$ cat src/hdl/sexpr_pkg.sv
// Types, character codes and lexer state codes for the s-expression tokenizer.
`timescale 1ns / 1ps

package sexpr_pkg;

	typedef struct packed {
		logic [7:0] char_in;
		logic       end_of_text;
	} byte_req_t;

	typedef struct packed {
		logic [2:0]  event_res;
		logic [7:0]  char_out;
		logic [1:0]  token_class;
		logic [15:0] line_number;
		logic        last;
	} tok_req_t;

	localparam logic [2:0] EV_OPEN      = 3'd0;
	localparam logic [2:0] EV_CLOSE     = 3'd1;
	localparam logic [2:0] EV_CHAR      = 3'd2;
	localparam logic [2:0] EV_TOK_END   = 3'd3;
	localparam logic [2:0] EV_BRKT_ERR  = 3'd4;
	localparam logic [2:0] EV_EOT       = 3'd5;

	localparam logic [1:0] CLS_STRING = 2'd0;
	localparam logic [1:0] CLS_IDENT  = 2'd1;
	localparam logic [1:0] CLS_INT    = 2'd2;
	localparam logic [1:0] CLS_FLOAT  = 2'd3;

	localparam logic [2:0] MODE_IDLE    = 3'd0;
	localparam logic [2:0] MODE_COMMENT = 3'd1;
	localparam logic [2:0] MODE_DQ      = 3'd2;
	localparam logic [2:0] MODE_DQ_ESC  = 3'd3;
	localparam logic [2:0] MODE_SQ      = 3'd4;
	localparam logic [2:0] MODE_WORD    = 3'd5;

	localparam logic [7:0] CH_TAB    = 8'h09;
	localparam logic [7:0] CH_LF     = 8'h0a;
	localparam logic [7:0] CH_CR     = 8'h0d;
	localparam logic [7:0] CH_SPACE  = 8'h20;
	localparam logic [7:0] CH_DQUOTE = 8'h22;
	localparam logic [7:0] CH_SQUOTE = 8'h27;
	localparam logic [7:0] CH_LPAREN = 8'h28;
	localparam logic [7:0] CH_RPAREN = 8'h29;
	localparam logic [7:0] CH_MINUS  = 8'h2d;
	localparam logic [7:0] CH_DOT    = 8'h2e;
	localparam logic [7:0] CH_ZERO   = 8'h30;
	localparam logic [7:0] CH_NINE   = 8'h39;
	localparam logic [7:0] CH_SEMI   = 8'h3b;
	localparam logic [7:0] CH_BSLASH = 8'h5c;
	localparam logic [7:0] CH_LOW_N  = 8'h6e;
	localparam logic [7:0] CH_LOW_R  = 8'h72;
	localparam logic [7:0] CH_LOW_T  = 8'h74;

	localparam logic [15:0] LINE_MAX = 16'hffff;

	function automatic logic is_space(input logic [7:0] c);
		return (c == CH_SPACE) || (c == CH_TAB) || (c == CH_LF) || (c == CH_CR);
	endfunction

	function automatic logic is_digit(input logic [7:0] c);
		return (c >= CH_ZERO) && (c <= CH_NINE);
	endfunction

	function automatic logic [7:0] map_escape(input logic [7:0] c);
		case (c)
			CH_LOW_T: return CH_TAB;
			CH_LOW_R: return CH_CR;
			CH_LOW_N: return CH_LF;
			default:  return c;
		endcase
	endfunction

	// flags: [0] leading digit, [1] leading minus, [2] second byte digit, [3] dot seen
	function automatic logic [1:0] word_class(input logic [3:0] f);
		logic num;
		num = f[0] || (f[1] && f[2]);
		if (!num)
			return CLS_IDENT;
		return f[3] ? CLS_FLOAT : CLS_INT;
	endfunction

endpackage

$ cat src/hdl/sexpr_tokenizer.sv
// Top level of the byte-serial s-expression tokenizer.
//
// Usage: text enters one byte per request on the byte channel (char_in plus an
// end_of_text mark on the final byte). Token events leave on the tok channel,
// one event per request, each carrying the line count after the byte's own LF
// and a last mark on the final event that the byte caused.
// The first event of a byte is offered in the cycle after the byte is
// taken. A byte causes zero to three events.
// Throughput: one byte per cycle while each byte causes at most one event and
// the receiver takes every event; a byte with several events holds the tok
// channel until each one is taken, and the next byte is taken in the cycle its
// last event is taken. A three-entry result register holds the events of one
// byte. Bytes that cause no event (whitespace, comments, opening quotes) are
// taken and produce nothing on the tok channel.
// Stall: while the receiver holds tok_ready low, the pending events hold;
// byte_ready stays low while more than one event waits, or while one waits
// and is not taken.
// Reset: arst_n clears the lexer to idle, the line count to zero and the
// result register to empty. The end_of_text byte also returns the lexer to
// that state after its events are formed.
`timescale 1ns / 1ps

module sexpr_tokenizer (
	input  logic                  clk,
	input  logic                  arst_n,
	input  logic                  byte_valid,
	output logic                  byte_ready,
	input  sexpr_pkg::byte_req_t  byte_req,
	output logic                  tok_valid,
	input  logic                  tok_ready,
	output sexpr_pkg::tok_req_t   tok_req
);
	import sexpr_pkg::*;

	logic [2:0]  mode_q;
	logic [15:0] line_q;
	logic [3:0]  flags_q;
	logic [1:0]  pos_q;
	logic [1:0]  cnt_q;
	tok_req_t    res_q [3];

	logic        accept;
	logic        pop;
	logic [2:0]  mode;
	logic [2:0]  mode_nx;
	logic [15:0] line_nx;
	logic [3:0]  flags_nx;
	logic [1:0]  pos_nx;
	logic [3:0]  wf_base;
	logic [1:0]  wp_base;
	logic        wbyte;
	logic        wstart;
	logic [7:0]  c;
	logic        eot;
	logic        ev_v   [4];
	logic [2:0]  ev_code[4];
	logic [7:0]  ev_ch  [4];
	logic [1:0]  ev_cls [4];
	tok_req_t    slot   [3];
	logic [1:0]  n;

	assign pop        = tok_valid && tok_ready;
	assign byte_ready = (cnt_q == 2'd0) || ((cnt_q == 2'd1) && tok_ready);
	assign accept     = byte_valid && byte_ready;
	assign tok_valid  = (cnt_q != 2'd0);
	assign tok_req    = res_q[0];

	assign c   = byte_req.char_in;
	assign eot = byte_req.end_of_text;

	always_comb begin
		mode    = (mode_q > MODE_WORD) ? MODE_IDLE : mode_q;
		mode_nx = mode;
		line_nx = ((c == CH_LF) && (line_q != LINE_MAX)) ? line_q + 16'd1 : line_q;
		wbyte   = 1'b0;
		wstart  = 1'b0;
		for (int k = 0; k < 4; k++) begin
			ev_v[k]    = 1'b0;
			ev_code[k] = EV_OPEN;
			ev_ch[k]   = 8'd0;
			ev_cls[k]  = CLS_STRING;
		end

		unique case (mode)
			MODE_IDLE: begin
				if (is_space(c)) begin
				end else if (c == CH_SEMI) begin
					mode_nx = MODE_COMMENT;
				end else if (c == CH_LPAREN) begin
					ev_v[0]    = 1'b1;
					ev_code[0] = EV_OPEN;
				end else if (c == CH_RPAREN) begin
					ev_v[0]    = 1'b1;
					ev_code[0] = EV_CLOSE;
				end else if (c == CH_DQUOTE) begin
					mode_nx = MODE_DQ;
				end else if (c == CH_SQUOTE) begin
					mode_nx = MODE_SQ;
				end else begin
					mode_nx    = MODE_WORD;
					wbyte      = 1'b1;
					wstart     = 1'b1;
					ev_v[0]    = 1'b1;
					ev_code[0] = EV_CHAR;
					ev_ch[0]   = c;
				end
			end
			MODE_COMMENT: begin
				if (c == CH_LF)
					mode_nx = MODE_IDLE;
			end
			MODE_DQ: begin
				if (c == CH_DQUOTE) begin
					ev_v[0]    = 1'b1;
					ev_code[0] = EV_TOK_END;
					mode_nx    = MODE_IDLE;
				end else if (c == CH_BSLASH) begin
					mode_nx = MODE_DQ_ESC;
				end else begin
					ev_v[0]    = 1'b1;
					ev_code[0] = EV_CHAR;
					ev_ch[0]   = c;
				end
			end
			MODE_DQ_ESC: begin
				ev_v[0]    = 1'b1;
				ev_code[0] = EV_CHAR;
				ev_ch[0]   = map_escape(c);
				mode_nx    = MODE_DQ;
			end
			MODE_SQ: begin
				ev_v[0] = 1'b1;
				if (c == CH_SQUOTE) begin
					ev_code[0] = EV_TOK_END;
					mode_nx    = MODE_IDLE;
				end else begin
					ev_code[0] = EV_CHAR;
					ev_ch[0]   = c;
				end
			end
			default: begin
				ev_v[0] = 1'b1;
				if (is_space(c)) begin
					ev_code[0] = EV_TOK_END;
					ev_cls[0]  = word_class(flags_q);
					mode_nx    = MODE_IDLE;
				end else if (c == CH_RPAREN) begin
					ev_code[0] = EV_TOK_END;
					ev_cls[0]  = word_class(flags_q);
					ev_v[1]    = 1'b1;
					ev_code[1] = EV_CLOSE;
					mode_nx    = MODE_IDLE;
				end else if (c == CH_LPAREN) begin
					ev_code[0] = EV_BRKT_ERR;
					mode_nx    = MODE_IDLE;
				end else begin
					wbyte      = 1'b1;
					ev_code[0] = EV_CHAR;
					ev_ch[0]   = c;
				end
			end
		endcase

		wf_base  = wstart ? 4'd0 : flags_q;
		wp_base  = wstart ? 2'd0 : pos_q;
		flags_nx = wf_base;
		pos_nx   = wp_base;
		if (wbyte) begin
			if (wp_base == 2'd0) begin
				if (is_digit(c))
					flags_nx[0] = 1'b1;
				if (c == CH_MINUS)
					flags_nx[1] = 1'b1;
			end else if (wp_base == 2'd1) begin
				if (is_digit(c))
					flags_nx[2] = 1'b1;
			end
			if (c == CH_DOT)
				flags_nx[3] = 1'b1;
			if (wp_base < 2'd2)
				pos_nx = wp_base + 2'd1;
		end

		// close an open token, then mark end of text
		if (eot) begin
			if (mode_nx == MODE_WORD) begin
				ev_v[2]    = 1'b1;
				ev_code[2] = EV_TOK_END;
				ev_cls[2]  = word_class(flags_nx);
			end else if ((mode_nx == MODE_DQ) || (mode_nx == MODE_DQ_ESC)
					|| (mode_nx == MODE_SQ)) begin
				ev_v[2]    = 1'b1;
				ev_code[2] = EV_TOK_END;
			end
			ev_v[3]    = 1'b1;
			ev_code[3] = EV_EOT;
		end

		n = 2'd0;
		for (int k = 0; k < 3; k++) begin
			slot[k].event_res   = EV_OPEN;
			slot[k].char_out    = 8'd0;
			slot[k].token_class = CLS_STRING;
			slot[k].line_number = line_nx;
			slot[k].last        = 1'b0;
		end
		for (int k = 0; k < 4; k++) begin
			if (ev_v[k] && (n != 2'd3)) begin
				slot[n].event_res   = ev_code[k];
				slot[n].char_out    = ev_ch[k];
				slot[n].token_class = ev_cls[k];
				n                   = n + 2'd1;
			end
		end
		if (n != 2'd0)
			slot[n - 2'd1].last = 1'b1;
	end

	always_ff @(posedge clk or negedge arst_n) begin
		if (!arst_n) begin
			mode_q  <= MODE_IDLE;
			line_q  <= 16'd0;
			flags_q <= 4'd0;
			pos_q   <= 2'd0;
			cnt_q   <= 2'd0;
		end else begin
			if (accept) begin
				cnt_q <= n;
				if (eot) begin
					mode_q  <= MODE_IDLE;
					line_q  <= 16'd0;
					flags_q <= 4'd0;
					pos_q   <= 2'd0;
				end else begin
					mode_q  <= mode_nx;
					line_q  <= line_nx;
					flags_q <= flags_nx;
					pos_q   <= pos_nx;
				end
			end else if (pop) begin
				cnt_q <= cnt_q - 2'd1;
			end
		end
	end

	// load all events of a byte, advance the queue on each request taken
	always_ff @(posedge clk) begin
		if (accept) begin
			res_q[0] <= slot[0];
			res_q[1] <= slot[1];
			res_q[2] <= slot[2];
		end else if (pop) begin
			res_q[0] <= res_q[1];
			res_q[1] <= res_q[2];
		end
	end

	a_eot_gives_event: assert property (@(posedge clk) disable iff (!arst_n)
		(accept && eot) |=> tok_valid)
		else $error("end of text byte produced no event");

	a_more_follow: assert property (@(posedge clk) disable iff (!arst_n)
		(pop && !tok_req.last) |=> tok_valid)
		else $error("event without last mark was not followed by another");

	a_eot_resets: assert property (@(posedge clk) disable iff (!arst_n)
		(accept && eot) |=> ((mode_q == MODE_IDLE) && (line_q == 16'd0)))
		else $error("end of text did not return lexer to idle");

	a_event_range: assert property (@(posedge clk) disable iff (!arst_n)
		tok_valid |-> (tok_req.event_res <= EV_EOT))
		else $error("event code out of range");

	a_eot_last: assert property (@(posedge clk) disable iff (!arst_n)
		(tok_valid && (tok_req.event_res == EV_EOT)) |-> tok_req.last)
		else $error("end of text event not marked last");

endmodule
$ cat config.mk
export PLATFORM = sky130hd
export DESIGN_NAME = sexpr_tokenizer
export DESIGN_NICKNAME = d
export VERILOG_FILES = /design/src/hdl/sexpr_pkg.sv /design/src/hdl/sexpr_tokenizer.sv
export SDC_FILE = /design/constraint.sdc
export NUM_CORES = 1
export LEC_CHECK = 0
export BUFFER_PORTS_ARGS = -buffer_cell sky130_fd_sc_hd__buf_4
export CORE_ASPECT_RATIO = 0.75
export CORE_UTILIZATION = 33
export CTS_CLUSTER_DIAMETER = 40
export CTS_CLUSTER_SIZE = 12
export DETAILED_ROUTE_END_ITERATION = 16
export PLACE_DENSITY = 0.49
export SLEW_MARGIN = 40
export SYNTH_ARGS = -nofsm -noshare
export SYNTH_HDL_FRONTEND = slang
export SYNTH_SLANG_ARGS = --single-unit
$ cat constraint.sdc
create_clock -name clk -period 5.49 [get_ports clk]
set_input_delay 0.2745 -clock clk [delete_from_list [all_inputs] [get_ports clk]]
set_output_delay 0.2745 -clock clk [all_outputs]
set_load 0.005 [all_outputs]
After elaboration in Yosys (flattened, before gate mapping)
Memories as Yosys holds them, arrays and structs flattened.
Cells that the tools add are included.

cells by class
  add/subtract/negate cells = 7
  order comparisons = 12
  equality and inequality tests = 29
  muxes and demuxes = 157
  bitwise logic cells = 6
  reductions and logical operators = 30

operator list
  operator                 count
  $bwmux W90               10
  $demux W30 S2            10
  $mux W90                 4
  $mux W30                 5
  $mux W8                  11
  $mux W27                 3
  $eq A8 B6 Y1 const B     8
  $mux W2                  31
  $mux W19                 3
  $mux W3                  17
  $mux W1                  50
  $pmux W8 S5              1
  $eq A8 B7 Y1 const B     4
  $mux W16                 2
  $pmux W3 S5              2
  $eq A8 B4 Y1 const B     3
  $pmux W8 S3              1
  $add A16 B1 Y16 const B  1
  $ne A16 B16 Y1 const B   1
  $logic_and A1 B1 Y1      14
  $mux W13                 1
  $eq A3 B2 Y1 const B     4
  $ge A3 B3 Y1 const B     4
  $lt A3 B1 Y1 const B     4
  other kinds (22)         47

word-level totals
  flip-flop bits (word level) = 27
  memory bits (writable) = 90
  bits of input ports = 13
  output and inout bits = 32
  logic and storage cells = 247
  memories = 1

memory list
  memory  depth  width  rd ports  clocked after Yosys merged registers in  write ports  RTL line               source
  res_q   3      30     3         0                                        3            sexpr_tokenizer.sv:40  tok_req_t res_q [3];

Longest topological paths before layout
Gate-level depths: netlist of run 1.

  depth after elaboration = 30
  gate-level depth with buffers = 18
  mapped depth without buffers = 15

Worst setup path after synthesis of run 1
No wires, ideal clock.

  path type = input-to-reg
  start point = input port byte_req[2] (netlist bit)
  end point = memory res_q[0][27] (netlist bit) (data pin)
  setup time = 0.261 ns
  data arrival time = 3.873 ns
  data required time = 5.229 ns
  path slack = 1.356 ns
  stages = 18
  buffers on the path = 3
  cells stage by stage = buf_2 > buf_2 > or2_2 > o31ai_1 > nand2b_1 > a21oi_1 > o21ai_0 > ha_1 > nand2b_1 > nand2b_1 > o311ai_1 > o21ai_0 > ha_1 > nor2b_1 > clkbuf_1 > a21oi_1 > o21ai_2 > o32a_1

RTL lines
  item         RTL line               source
  from (decl)  sexpr_tokenizer.sv:28  input sexpr_pkg::byte_req_t byte_req,
  to (decl)    sexpr_tokenizer.sv:40

==> results of run 1 <==
[per-stage QoR]
step / utilization [%] / setup slack [ns] / total power [uW] / hold WS, ns
final: 37.8 / 0.833 / 3310 / 0.343
after global routing: 37.8 / 0.458 / 3540 / 0.349
after CTS: 37.7 / 0.645 / 3340 / 0.333
after detailed placement: 36.0 / 0.596 / 2680 / 0.231
after global placement: 36.0 / 0.797 / 2650 / 0.227
after floorplan: - / 1.36 / 2320 / -0.0211
[path summary, 6_finish.rpt]
path                                  startpoint                     end  slack (ns)  depth (start not counted)
setup / recovery           mode_q[2]$_DFFE_PN0P_  res_q[0][17]$_DFFE_PP_        0.83                         13
hold / removal                       byte_req[0]  line_q[12]$_DFFE_PN0P_        0.34                          2
setup reg to reg           mode_q[2]$_DFFE_PN0P_  res_q[0][17]$_DFFE_PP_        0.83                         13
hold reg to reg             pos_q[1]$_DFFE_PN0P_    pos_q[1]$_DFFE_PN0P_        0.52                          1
max in group asynchronous                 arst_n    cnt_q[1]$_DFFE_PN0P_        4.82                          2
min in group asynchronous                 arst_n  line_q[11]$_DFFE_PN0P_        0.39                          2
[metal layers]
metal	GRT usage (%)	share of wire [%]
met4	4.67	1.1
met1	23.9	53
met5	0	0
met2	22.6	42
met3	3.70	4.2
[state kept, by name, indices dropped and copies added, names as in the netlist]
name     count
mode_q       3
line_q      16
cnt_q        2
res_q       74
flags_q      4
pos_q        2
[cell usage after synthesis (17+ instances only)]
cell,count,area [sq um]
sky130_fd_sc_hd__edfxtp_1,74,2220
sky130_fd_sc_hd__nand2_1,56,210
sky130_fd_sc_hd__nor2_1,50,188
sky130_fd_sc_hd__o21ai_0,34,170
sky130_fd_sc_hd__buf_4,31,233
sky130_fd_sc_hd__dfrtp_1,27,676
sky130_fd_sc_hd__inv_1,22,82.6
sky130_fd_sc_hd__a21oi_1,21,105
sky130_fd_sc_hd__clkbuf_1,20,75.1
sky130_fd_sc_hd__mux2_2,19,214
sky130_fd_sc_hd__nand2b_1,17,106
[power by group through the flow]
stage | Combinational, uW | Sequential (uW) | Clock [uW]
2_1_floorplan | 1050 | 1270 | 0
5_1_grt | 1520 | 1330 | 695
3_3_place_gp | 1350 | 1310 | 0
4_1_cts | 1380 | 1300 | 661
6_report | 1370 | 1300 | 641
3_5_place_dp | 1360 | 1320 | 0
[cells by family after synthesis]
group / after synthesis
AO/OA/AOI/OAI: 124
XOR/XNOR: 18
adder cells (fa/ha/maj): 11
buffers and inverters: 86
flip-flops: 101
multiplexers: 33
AND/OR/NAND/NOR: 212
[layout by cell type (no fill, tap or decap), types with 8 or more instances in the layout]
| master | Yosys | layout |
|---|---|---|
| sky130_fd_sc_hd__nand2_1 | 56 | 56 |
| sky130_fd_sc_hd__nor3_1 | 12 | 12 |
| sky130_fd_sc_hd__mux2i_1 | 14 | 14 |
| sky130_fd_sc_hd__nand3_1 | 8 | 8 |
| sky130_fd_sc_hd__xnor2_1 | 14 | 14 |
| sky130_fd_sc_hd__clkbuf_16 | 0 | 9 |
| sky130_fd_sc_hd__mux2_2 | 19 | 19 |
| sky130_fd_sc_hd__a21oi_1 | 21 | 21 |
| sky130_fd_sc_hd__nor2_1 | 50 | 50 |
| sky130_fd_sc_hd__inv_1 | 22 | 21 |
| sky130_fd_sc_hd__edfxtp_1 | 74 | 74 |
| sky130_fd_sc_hd__buf_4 | 31 | 54 |
| sky130_fd_sc_hd__o21ai_0 | 34 | 33 |
| sky130_fd_sc_hd__dfrtp_1 | 27 | 27 |
| sky130_fd_sc_hd__ha_1 | 10 | 10 |
| sky130_fd_sc_hd__o21a_1 | 9 | 9 |
| sky130_fd_sc_hd__nand2b_1 | 17 | 17 |
[worst max-delay path, stage by stage, from the launching register on]
cell and delay [ns]:
sky130_fd_sc_hd__dfrtp_1 0.51, sky130_fd_sc_hd__or3_4 0.44, sky130_fd_sc_hd__a22oi_4 0.26, sky130_fd_sc_hd__nand2_1 0.08, sky130_fd_sc_hd__o21ai_1 0.44, sky130_fd_sc_hd__ha_1 0.37, sky130_fd_sc_hd__nand2b_1 0.18, sky130_fd_sc_hd__o311ai_1 0.40
sky130_fd_sc_hd__o21ai_0 0.27, sky130_fd_sc_hd__ha_1 0.26, sky130_fd_sc_hd__nor2b_1 0.45, sky130_fd_sc_hd__a21oi_1 0.34, sky130_fd_sc_hd__a32oi_1 0.26, sky130_fd_sc_hd__o21ai_0 0.12
[final cells by class]
cell class | instances | area (sq um)
well taps | 242 | 303
clock buffers | 12 | 246
multi-input cells | 398 | 2730
inverters | 22 | 82.6
repair buffers | 55 | 415
flip-flops and latches | 101 | 2900
clock inverters | 4 | 47.5
fillers | 1739 | 11100
[repair_timing]
item | in CTS | in global routing
hold buffers | 1 | 0
hold endpoints to repair | 27 | 0
setup endpoints to repair | 0 | 0
==> impl_metrics.env, run 1 <==
export IMPL_first_pass_iters=6
export IMPL_timing_max_slew_rel_slack_pct=50.4
export IMPL_placed_cells=817
export IMPL_viasPerCell=5.28
export IMPL_leakage_power_of_the_design_uw=0.00266
export IMPL_number_of_placement_rows=42
export IMPL_share_seq_of_total_power_pct=39.3
export IMPL_run_status="completed"
export IMPL_data_arrival_time_of_the_critical_path_ns=4.74
export IMPL_maxCapViolations=0
export IMPL_max_clock_path_buffers=2
export IMPL_timing_final_crit_share_pct=84.8
export IMPL_synthArstFlopShare_pct=26.7
export IMPL_power_share_combinational_pct=41.3
export IMPL_ys_warnings_count=0
export IMPL_netlist_instances=585
export IMPL_chipWidth_um=159
export IMPL_grt_first_pass_wirelength_mm=23.5
export IMPL_antenna_cells_inserted=0
export IMPL_clock_tree_root_cell="sky130_fd_sc_hd__clkbuf_16"
export IMPL_synth_compound_area_share_pct=14.4
export IMPL_placement_io_buffers=44
export IMPL_syn_num_nets=609
export IMPL_layout_cells_non_filler=834
export IMPL_grt_start_max_net_pins=54
export IMPL_postSynth_topFlopCell="sky130_fd_sc_hd__edfxtp_1"
export IMPL_share_of_post_route_cells_with_drive_strength_above_1_pct=20.1
export IMPL_synth_edff_count=74
export IMPL_grt_remaining_overflow=0
export IMPL_drt_wirelength_per_cell_um=17.5
export IMPL_power_per_cell_area_mw_per_mm2=492
export IMPL_die_area_sq_mm=0.0190
export IMPL_final_setup_tns_ns=0
export IMPL_power_switching_uw=1190
export IMPL_synth_fa_ha_area_share_pct=2.39
export IMPL_synth_cell_area_sq_mm=0.00608
export IMPL_fmax_mhz=215
export IMPL_endpoint_kind="flop"
export IMPL_detail_route_drc_violations=0
export IMPL_internal_portion_of_total_power_uw=2120
export IMPL_final_area_sq_mm=0.00673
export IMPL_post_cts_setup_buffer_count=0
export IMPL_grt_setup_unrepaired="no"
export IMPL_cts_clk_slew_worst_paths_ns=0.07
export IMPL_worst_clock_skew_ns=0.00581
export IMPL_final_hold_viol_count=0
export IMPL_final_nets=611
export IMPL_share_clk_of_total_power_pct=19.4
export IMPL_cts_tree="yes"
export IMPL_ir_worst_vdd_mv=0.177
export IMPL_clock_latency_of_the_later_clocked_register_in_the_worst_skew_pair_ns=0.35
export IMPL_ios=45
export IMPL_route_vias_total=4401
export IMPL_post_dp_hpwl_mm=10.2
export IMPL_yosys_cell_types_count=85
export IMPL_worst_ep_required_time_ns=5.58
export IMPL_layout_min_cycle_time_ns=4.66
export IMPL_muxShareOfSynthArea_pct=5.82
export IMPL_timing_worst_setup_path_type="flop to flop"
export IMPL_floorplan_core_area_sq_mm=0.0178
export IMPL_worst_pin_slew_ns=0.742
export IMPL_synth_simple_gate_area_share_pct=19.5
export IMPL_cts_htree_levels=3
export IMPL_synth_seq_area_share_pct=47.7
export IMPL_synthToLayoutAreaGrowth_pct=10.6
export IMPL_totalWireLength_mm=14.6
export IMPL_detailed_place_area_sq_mm=0.00641
export IMPL_gp_congestion=0.888
export IMPL_cp_max_fo=12
export IMPL_number_of_global_route_vias_before_repair=4195
export IMPL_drv_slew=0
export IMPL_die_height_um=120
export IMPL_cts_inserted_buffers=9
export IMPL_post_route_ant_nets=0
export IMPL_clock_sinks=101
export IMPL_finalSetupViolCount=0
export IMPL_hold_path_class="input pin to flop"
export IMPL_syn_area_per_cell_sq_um=10.4
export IMPL_synth_top_family_by_area="simple AND/OR/NAND/NOR gates"
export IMPL_groute_usage_overall_pct=15.9
export IMPL_start_util_pct=34.1
export IMPL_synth_seq_cells=101
export IMPL_crit_path_start_kind="flop"
export IMPL_drt_initial_drc_count=326
export IMPL_sw_frac_of_total_pct=36.0
export IMPL_post_cts_resized=0
export IMPL_synth_xor_area_share_pct=2.59
export IMPL_grt_antenna_before_repair=0
(Power assumes the default switching activity.)
==> inputs of run 2 (changes only) <==
--- a/config.mk
+++ b/config.mk
@@ -5,6 +5,7 @@
 export SDC_FILE = /design/constraint.sdc
 export NUM_CORES = 1
 export LEC_CHECK = 0
+export ABC_AREA = 1
 export BUFFER_PORTS_ARGS = -buffer_cell sky130_fd_sc_hd__buf_4
 export CORE_ASPECT_RATIO = 0.75
 export CORE_UTILIZATION = 33
==> constraint.sdc (replaced) <==
create_clock -name clk -period 4.32 [get_ports clk]
set_input_delay 0.216 -clock clk [delete_from_list [all_inputs] [get_ports clk]]
set_output_delay 0.216 -clock clk [all_outputs]
set_load 0.005 [all_outputs]
==> impl_metrics.env, run 2 <==
export IMPL_yosys_cell_types_count=43
export IMPL_cts_htree_levels=3
export IMPL_synthToLayoutAreaGrowth_pct=12.2
export IMPL_max_clock_path_buffers=2
export IMPL_grt_remaining_overflow=0
export IMPL_slowest_stage_cell_cp="sky130_fd_sc_hd__dfrtp_1"
export IMPL_grt_first_pass_wirelength_mm=22.9
export IMPL_clock_tree_root_cell="sky130_fd_sc_hd__clkbuf_16"
export IMPL_finalSetupViolCount=0
export IMPL_ys_warnings_count=0
export IMPL_layout_top_registers="res_q: 74 flops, line_q: 16 flops, flags_q: 4 flops"
export IMPL_netlist_top_cell_by_area="sky130_fd_sc_hd__edfxtp_1"
export IMPL_final_core_area_utilization_pct=38.4
export IMPL_groute_usage_overall_pct=16.7
export IMPL_layout_min_cycle_time_ns=3.89
export IMPL_grt_start_max_net_pins=54
export IMPL_postSynth_topFlopCell="sky130_fd_sc_hd__edfxtp_1"
export IMPL_synth_seq_cells=101
export IMPL_worst_clock_skew_ns=0.00992
export IMPL_critical_path_max_stage_delay_ns=0.41
export IMPL_r2r_slack_ns=0.43
export IMPL_post_synth_top_cells="208 x sky130_fd_sc_hd__nand2_1, 74 x sky130_fd_sc_hd__edfxtp_1, 60 x sky130_fd_sc_hd__inv_1"
export IMPL_critPathTopFamily="simple AND/OR/NAND/NOR gates"
export IMPL_max_ffs_per_register=74
export IMPL_run_status="completed"
export IMPL_worst_path_buf_inv=4
export IMPL_post_route_ant_nets=0
export IMPL_endpoint_kind="flop"
export IMPL_mostFrequentLayoutCells="208 x sky130_fd_sc_hd__nand2_1, 74 x sky130_fd_sc_hd__edfxtp_1, 58 x sky130_fd_sc_hd__inv_1, 48 x sky130_fd_sc_hd__buf_4, 46 x sky130_fd_sc_hd__nor2_1"
export IMPL_syn_area_per_cell_sq_um=8.70
export IMPL_yosysMostFrequentCell="sky130_fd_sc_hd__nand2_1"
export IMPL_crit_reg2reg_capture="res_q[0][28]$_DFFE_PP_"
export IMPL_register_containing_the_most_flip_flops_in_the_final_layout="res_q"
export IMPL_data_arrival_time_of_the_critical_path_ns=3.99
export IMPL_drt_wirelength_per_cell_um=15.3
export IMPL_leakage_power_of_the_design_uw=0.00289
export IMPL_placed_cells=913
export IMPL_post_dp_hpwl_mm=10.5
export IMPL_layout_cells_non_filler=930
export IMPL_first_pass_iters=5
export IMPL_worst_pin_slew_ns=0.733
export IMPL_share_of_post_route_cells_with_drive_strength_above_1_pct=19.2
export IMPL_syn_num_nets=695
export IMPL_layout_cells_most_common="sky130_fd_sc_hd__nand2_1"
export IMPL_ys_top_cells_by_area="sky130_fd_sc_hd__edfxtp_1 38%, sky130_fd_sc_hd__nand2_1 13%, sky130_fd_sc_hd__dfrtp_1 12%"
export IMPL_power_total_uw=4180
export IMPL_detail_route_drc_violations=0
export IMPL_netlist_instances=671
export IMPL_fmax_mhz=257
export IMPL_cp_max_fo=7
export IMPL_final_setup_tns_ns=0
export IMPL_synth_top_cell_area_share_pct=38.0
export IMPL_synthArstFlopShare_pct=26.7
export IMPL_maxCapViolations=0
export IMPL_clock_latency_of_the_later_clocked_register_in_the_worst_skew_pair_ns=0.36
export IMPL_ios=45
export IMPL_antenna_cells_inserted=0
export IMPL_number_of_placement_rows=41
export IMPL_final_fill_count=1737
export IMPL_path_cells="nor2_2 -> inv_1 -> nor2_1 -> inv_1 -> and3_1 -> nand2_1 -> ha_1 -> nand2_1 -> nand4_4 -> nand2_1 -> inv_1 -> ha_1 -> nor2_1 -> a21oi_2 -> inv_1 -> a31oi_1 -> a32oi_1 -> o21ai_0"
export IMPL_hold_path_startpoint="byte_req[8]"
export IMPL_hold_path_class="input pin to flop"
export IMPL_power_per_cell_area_mw_per_mm2=638
export IMPL_placement_io_buffers=44
export IMPL_post_cts_setup_buffer_count=0
export IMPL_worstReg2RegStart="mode_q[2]$_DFFE_PN0P_"
export IMPL_holdWs_ns=0.221
export IMPL_cts_clk_slew_worst_paths_ns=0.07
export IMPL_ir_worst_vdd_mv=0.227
export IMPL_final_nets=713
export IMPL_start_util_pct=34.2
export IMPL_number_of_global_route_vias_before_repair=4094
export IMPL_route_vias_total=4388
export IMPL_drv_slew=0
export IMPL_worst_hold_path_num_cells=3
export IMPL_chipWidth_um=156
export IMPL_grt_antenna_before_repair=0
export IMPL_synth_seq_area_share_pct=49.6
export IMPL_crit_path_start_kind="flop"
export IMPL_viasPerCell=4.72
export IMPL_totalWireLength_mm=14.2
export IMPL_synth_edff_count=74
export IMPL_timing_worst_setup_path_type="flop to flop"
export IMPL_timing_final_crit_share_pct=90.0
export IMPL_floorplan_core_area_sq_mm=0.0171
export IMPL_die_area_sq_mm=0.0182
export IMPL_critical_path_top_cell_by_count="sky130_fd_sc_hd__inv_1"
export IMPL_drt_initial_drc_count=396
export IMPL_cts_tree="yes"
export IMPL_grt_setup_unrepaired="no"
export IMPL_synth_cell_area_sq_mm=0.00584
export IMPL_cts_inserted_buffers=9
export IMPL_whs_endpoint="res_q[0][26]$_SDFFCE_PP0P_"
export IMPL_ff2ff_path_depth=18
export IMPL_timing_max_slew_rel_slack_pct=50.8
export IMPL_clock_sinks=101
export IMPL_worst_ep_required_time_ns=4.42
export IMPL_gp_congestion=0.866
export IMPL_final_hold_viol_count=0
export IMPL_die_height_um=117
-- run 2: cell count changes after synthesis, moves of 9 or more --
cell,delta
sky130_fd_sc_hd__nand2_2,+13
sky130_fd_sc_hd__mux2_2,-19
sky130_fd_sc_hd__buf_2,-11
sky130_fd_sc_hd__nand2b_1,-17
sky130_fd_sc_hd__clkbuf_1,-10
sky130_fd_sc_hd__o21a_1,-9
sky130_fd_sc_hd__nand2_4,+11
sky130_fd_sc_hd__nand2_1,+152
sky130_fd_sc_hd__inv_1,+38
sky130_fd_sc_hd__inv_2,+14
sky130_fd_sc_hd__mux2i_1,-14
sky130_fd_sc_hd__xnor2_1,-13
sky130_fd_sc_hd__nand3_1,+23
sky130_fd_sc_hd__xor2_1,+10
-- run 2: stage by stage --
step	setup WS [ns]	area [sq um]
floorplan	1.02	5840
global placement	0.660	6220
detailed placement	0.470	6230
CTS	0.441	6550
global route	0.0659	6550
finish	0.433	6550
-- run 2: kinds of logic after synthesis --
kind of cell    share of synthesized area, %
compound gates                          7.05
fa+ha+maj                               2.49
buf+inv                                 9.68
flops                                   49.6
simple gates                            28.9
xor+xnor                                2.25
-- run 2: worst max path at each step --
stage / endpoint / depth (start not counted) / startpoint / slack (ns)
after floorplan: res_q[0][0]$_DFFE_PP_ / 17 / mode_q[2]$_DFFE_PN0P_ / 1.02
after global placement: res_q[0][28]$_DFFE_PP_ / 18 / mode_q[2]$_DFFE_PN0P_ / 0.66
after detailed placement: res_q[0][28]$_DFFE_PP_ / 18 / mode_q[2]$_DFFE_PN0P_ / 0.47
after CTS: res_q[0][28]$_DFFE_PP_ / 18 / mode_q[2]$_DFFE_PN0P_ / 0.44
after global routing: res_q[0][28]$_DFFE_PP_ / 18 / mode_q[2]$_DFFE_PN0P_ / 0.07
final: res_q[0][28]$_DFFE_PP_ / 18 / mode_q[2]$_DFFE_PN0P_ / 0.43
-- run 2: layout make-up --
| type | instances | area (sq um) | area share [%] |
|---|---|---|---|
| flip-flops and latches | 101 | 2900 | 44.2 |
| multi-input cells | 452 | 2380 | 36.3 |
| repair buffers | 49 | 370 | 5.65 |
| well taps | 236 | 295 | 4.51 |
| inverters | 76 | 293 | 4.47 |
| clock buffers | 10 | 239 | 3.65 |
| clock inverters | 6 | 78.8 | 1.20 |
-- run 2: worst register-to-register path, stage by stage, from the launching register on --
cell                      delay, ns
sky130_fd_sc_hd__dfrtp_1       0.41
sky130_fd_sc_hd__nor2_2        0.26
sky130_fd_sc_hd__inv_1         0.07
sky130_fd_sc_hd__nor2_1        0.26
sky130_fd_sc_hd__inv_1         0.13
sky130_fd_sc_hd__and3_1        0.20
sky130_fd_sc_hd__nand2_1       0.25
sky130_fd_sc_hd__ha_1          0.30
sky130_fd_sc_hd__nand2_1       0.20
sky130_fd_sc_hd__nand4_4       0.20
sky130_fd_sc_hd__nand2_1       0.15
sky130_fd_sc_hd__inv_1         0.07
sky130_fd_sc_hd__ha_1          0.18
sky130_fd_sc_hd__nor2_1        0.27
sky130_fd_sc_hd__a21oi_2       0.15
sky130_fd_sc_hd__inv_1         0.14
sky130_fd_sc_hd__a31oi_1       0.08
sky130_fd_sc_hd__a32oi_1       0.21
sky130_fd_sc_hd__o21ai_0       0.10
-- run 2: power breakdown --
group          internal (uW)  switching [uW]  total (uW)
Clock                    475             393         868
Combinational            587            1120        1710
Sequential              1500             101        1610
Total                   2570            1610        4180
-- run 2: timing repair --
item	CTS	global route
gates resized for setup	0	0
hold buffers	1	0
setup endpoints to repair	0	0
endpoints found under the hold margin	27	0
-- run 2: per-layer routing --
layer,wire length (um),GRT usage [%],share of wire [%]
met5,0,0,0
met4,106,4.12,0.74
met3,681,3.90,4.8
met2,5490,21.9,39
met1,7950,26.6,56
==> inputs of run 3 (changes only) <==
--- a/config.mk
+++ b/config.mk
@@ -9,6 +9,7 @@
 export BUFFER_PORTS_ARGS = -buffer_cell sky130_fd_sc_hd__buf_4
 export CORE_ASPECT_RATIO = 0.75
 export CORE_UTILIZATION = 33
+export CTS_BUF_LIST = sky130_fd_sc_hd__clkbuf_4
 export CTS_CLUSTER_DIAMETER = 40
 export CTS_CLUSTER_SIZE = 12
 export DETAILED_ROUTE_END_ITERATION = 16
==> impl_metrics.env, run 3 (synthesized netlist as in run 2, its figures left out) <==
export IMPL_totalWireLength_mm=14.3
export IMPL_finalSetupViolCount=0
export IMPL_grt_start_max_net_pins=54
export IMPL_data_arrival_time_of_the_critical_path_ns=4.14
export IMPL_critical_path_cell_count=18
export IMPL_critical_path_max_stage_delay_ns=0.44
export IMPL_number_of_placement_rows=41
export IMPL_max_ffs_per_register=74
export IMPL_path_cells="nor2_2 -> inv_1 -> nor2_1 -> inv_1 -> and3_1 -> nand2_1 -> ha_1 -> nand2_1 -> nand4_4 -> nand2_1 -> inv_1 -> ha_1 -> nor2_1 -> a21oi_2 -> inv_1 -> a31oi_1 -> a32oi_1 -> o21ai_0"
export IMPL_worstReg2RegStart="mode_q[2]$_DFFE_PN0P_"
export IMPL_synthToLayoutAreaGrowth_pct=9.38
export IMPL_cts_hold_buffers=1
export IMPL_drt_wirelength_per_cell_um=15.3
export IMPL_first_pass_iters=5
export IMPL_share_seq_of_total_power_pct=41.7
export IMPL_holdWs_ns=0.0879
export IMPL_critical_path_top_cell_by_count="sky130_fd_sc_hd__inv_1"
export IMPL_timing_worst_setup_path_type="flop to flop"
export IMPL_ff2ff_path_depth=18
export IMPL_final_hold_viol_count=0
export IMPL_die_area_sq_mm=0.0182
export IMPL_power_per_cell_area_mw_per_mm2=601
export IMPL_max_clock_path_buffers=2
export IMPL_post_dp_hpwl_mm=10.5
export IMPL_crit_path_start_kind="flop"
export IMPL_mostFrequentLayoutCells="208 x sky130_fd_sc_hd__nand2_1, 74 x sky130_fd_sc_hd__edfxtp_1, 58 x sky130_fd_sc_hd__inv_1, 48 x sky130_fd_sc_hd__buf_4, 46 x sky130_fd_sc_hd__nor2_1"
export IMPL_cts_htree_levels=3
export IMPL_crit_reg2reg_capture="res_q[0][28]$_DFFE_PP_"
export IMPL_ios=45
export IMPL_maxCapViolations=0
export IMPL_cts_tree="yes"
export IMPL_grt_setup_unrepaired="no"
export IMPL_r2r_slack_ns=0.42
export IMPL_drv_slew=0
export IMPL_worst_pin_slew_ns=0.799
export IMPL_leakage_power_of_the_design_uw=0.00282
export IMPL_clock_sinks=101
export IMPL_share_clk_of_total_power_pct=13.9
export IMPL_clock_latency_of_the_later_clocked_register_in_the_worst_skew_pair_ns=0.48
export IMPL_gp_congestion=0.866
export IMPL_grt_remaining_overflow=0
export IMPL_chipWidth_um=156
export IMPL_slowest_stage_cell_cp="sky130_fd_sc_hd__dfrtp_1"
export IMPL_layout_cells_most_common="sky130_fd_sc_hd__nand2_1"
export IMPL_share_of_post_route_cells_with_drive_strength_above_1_pct=19.0
export IMPL_placement_io_buffers=44
export IMPL_timing_max_slew_rel_slack_pct=46.2
export IMPL_floorplan_core_area_sq_mm=0.0171
export IMPL_number_of_global_route_vias_before_repair=4073
export IMPL_endpoint_kind="flop"
export IMPL_layout_min_cycle_time_ns=3.90
export IMPL_post_route_worst_setup_slack_ns=0.424
export IMPL_route_vias_total=4377
export IMPL_fmax_mhz=257
export IMPL_viasPerCell=4.70
export IMPL_startpoint="mode_q[2]$_DFFE_PN0P_"
export IMPL_cts_inserted_buffers=9
export IMPL_clock_tree_root_cell="sky130_fd_sc_hd__clkbuf_4"
export IMPL_final_setup_tns_ns=0
export IMPL_grt_antenna_before_repair=1
export IMPL_grt_first_pass_wirelength_mm=22.8
export IMPL_start_util_pct=34.2
export IMPL_power_share_combinational_pct=44.4
export IMPL_post_route_ant_nets=0
export IMPL_worst_ep_required_time_ns=4.56
export IMPL_cp_max_fo=7
export IMPL_internal_portion_of_total_power_uw=2270
export IMPL_ir_worst_vdd_mv=0.181
export IMPL_worst_hold_path_num_cells=3
export IMPL_timing_final_crit_share_pct=90.2
export IMPL_power_switching_uw=1570
export IMPL_worst_path_buf_inv=4
export IMPL_dp_slack_ns=0.470
export IMPL_detail_route_drc_violations=0
export IMPL_whs_endpoint="res_q[0][26]$_SDFFCE_PP0P_"
export IMPL_hold_path_class="input pin to flop"
export IMPL_run_status="completed"
export IMPL_post_cts_resized=0
export IMPL_post_cts_setup_buffer_count=0
export IMPL_critPathTopFamily="simple AND/OR/NAND/NOR gates"
export IMPL_sw_frac_of_total_pct=40.9
export IMPL_hold_path_startpoint="byte_req[8]"
export IMPL_worst_clock_skew_ns=0.0263
export IMPL_groute_usage_overall_pct=16.6
export IMPL_die_height_um=117
export IMPL_register_containing_the_most_flip_flops_in_the_final_layout="res_q"
export IMPL_cts_clk_slew_worst_paths_ns=0.16
export IMPL_drt_initial_drc_count=432
export IMPL_final_nets=713
export IMPL_layout_top_registers="res_q: 74 flops, line_q: 16 flops, flags_q: 4 flops"
==> run 3: cell types whose count changed in the layout (fill, tap and decap cells not counted), sizes merged <==
cell,change
clkbuf,-1
clkinv,+1
diode,+1
==> run 3: final cells by class <==
class	count	area (sq um)
fillers	1755	10700
flip-flops and latches	101	2900
multi-input cells	452	2380
repair buffers	49	370
well taps	236	295
inverters	76	293
clock inverters	7	82.6
clock buffers	9	67.6
diodes	1	2.50
==> run 3: power groups by stage <==
stage	Sequential, uW	Clock (uW)	Combinational (uW)
after detailed placement	1630	0	1720
after global placement	1620	0	1700
after global routing	1640	586	1940
after floorplan	1600	0	1300
final	1600	533	1710
after CTS	1610	556	1720
==> run 3: routing by layer <==
metal	up-vias	GRT usage, %	part of all wire (%)
met5	-	0	0
met4	0	3.46	0.60
met3	4	4.05	4.8
met2	115	21.7	38
met1	2058	26.7	56
li1	2200	-	-
==> run 3: worst min-delay path: cells and delay by family <==
| kind | cells | cell delay [ns] |
|---|---|---|
| buffers and inverters | 2 | 0.17 |
| AND/OR/NAND/NOR | 1 | 0.07 |
==> run 3: per-stage QoR <==
step | instances | total power (uW) | area (sq um) | util [%]
after global routing | 931 | 4160 | 6390 | 37.4
final | 931 | 3840 | 6390 | 37.4
after CTS | 930 | 3890 | 6390 | 37.4
after global placement | 913 | 3330 | 6220 | 36.4
after detailed placement | 913 | 3340 | 6230 | 36.4
after floorplan | 671 | 2910 | 5840 | -
==> run 3: how the worst max path moves through the flow <==
stage                                        end  slack [ns]
after floorplan            res_q[0][0]$_DFFE_PP_        1.02
after global placement    res_q[0][28]$_DFFE_PP_        0.66
after detailed placement  res_q[0][28]$_DFFE_PP_        0.47
final                     res_q[0][28]$_DFFE_PP_        0.42
after CTS                 res_q[0][28]$_DFFE_PP_        0.44
after global routing      res_q[0][28]$_DFFE_PP_        0.07
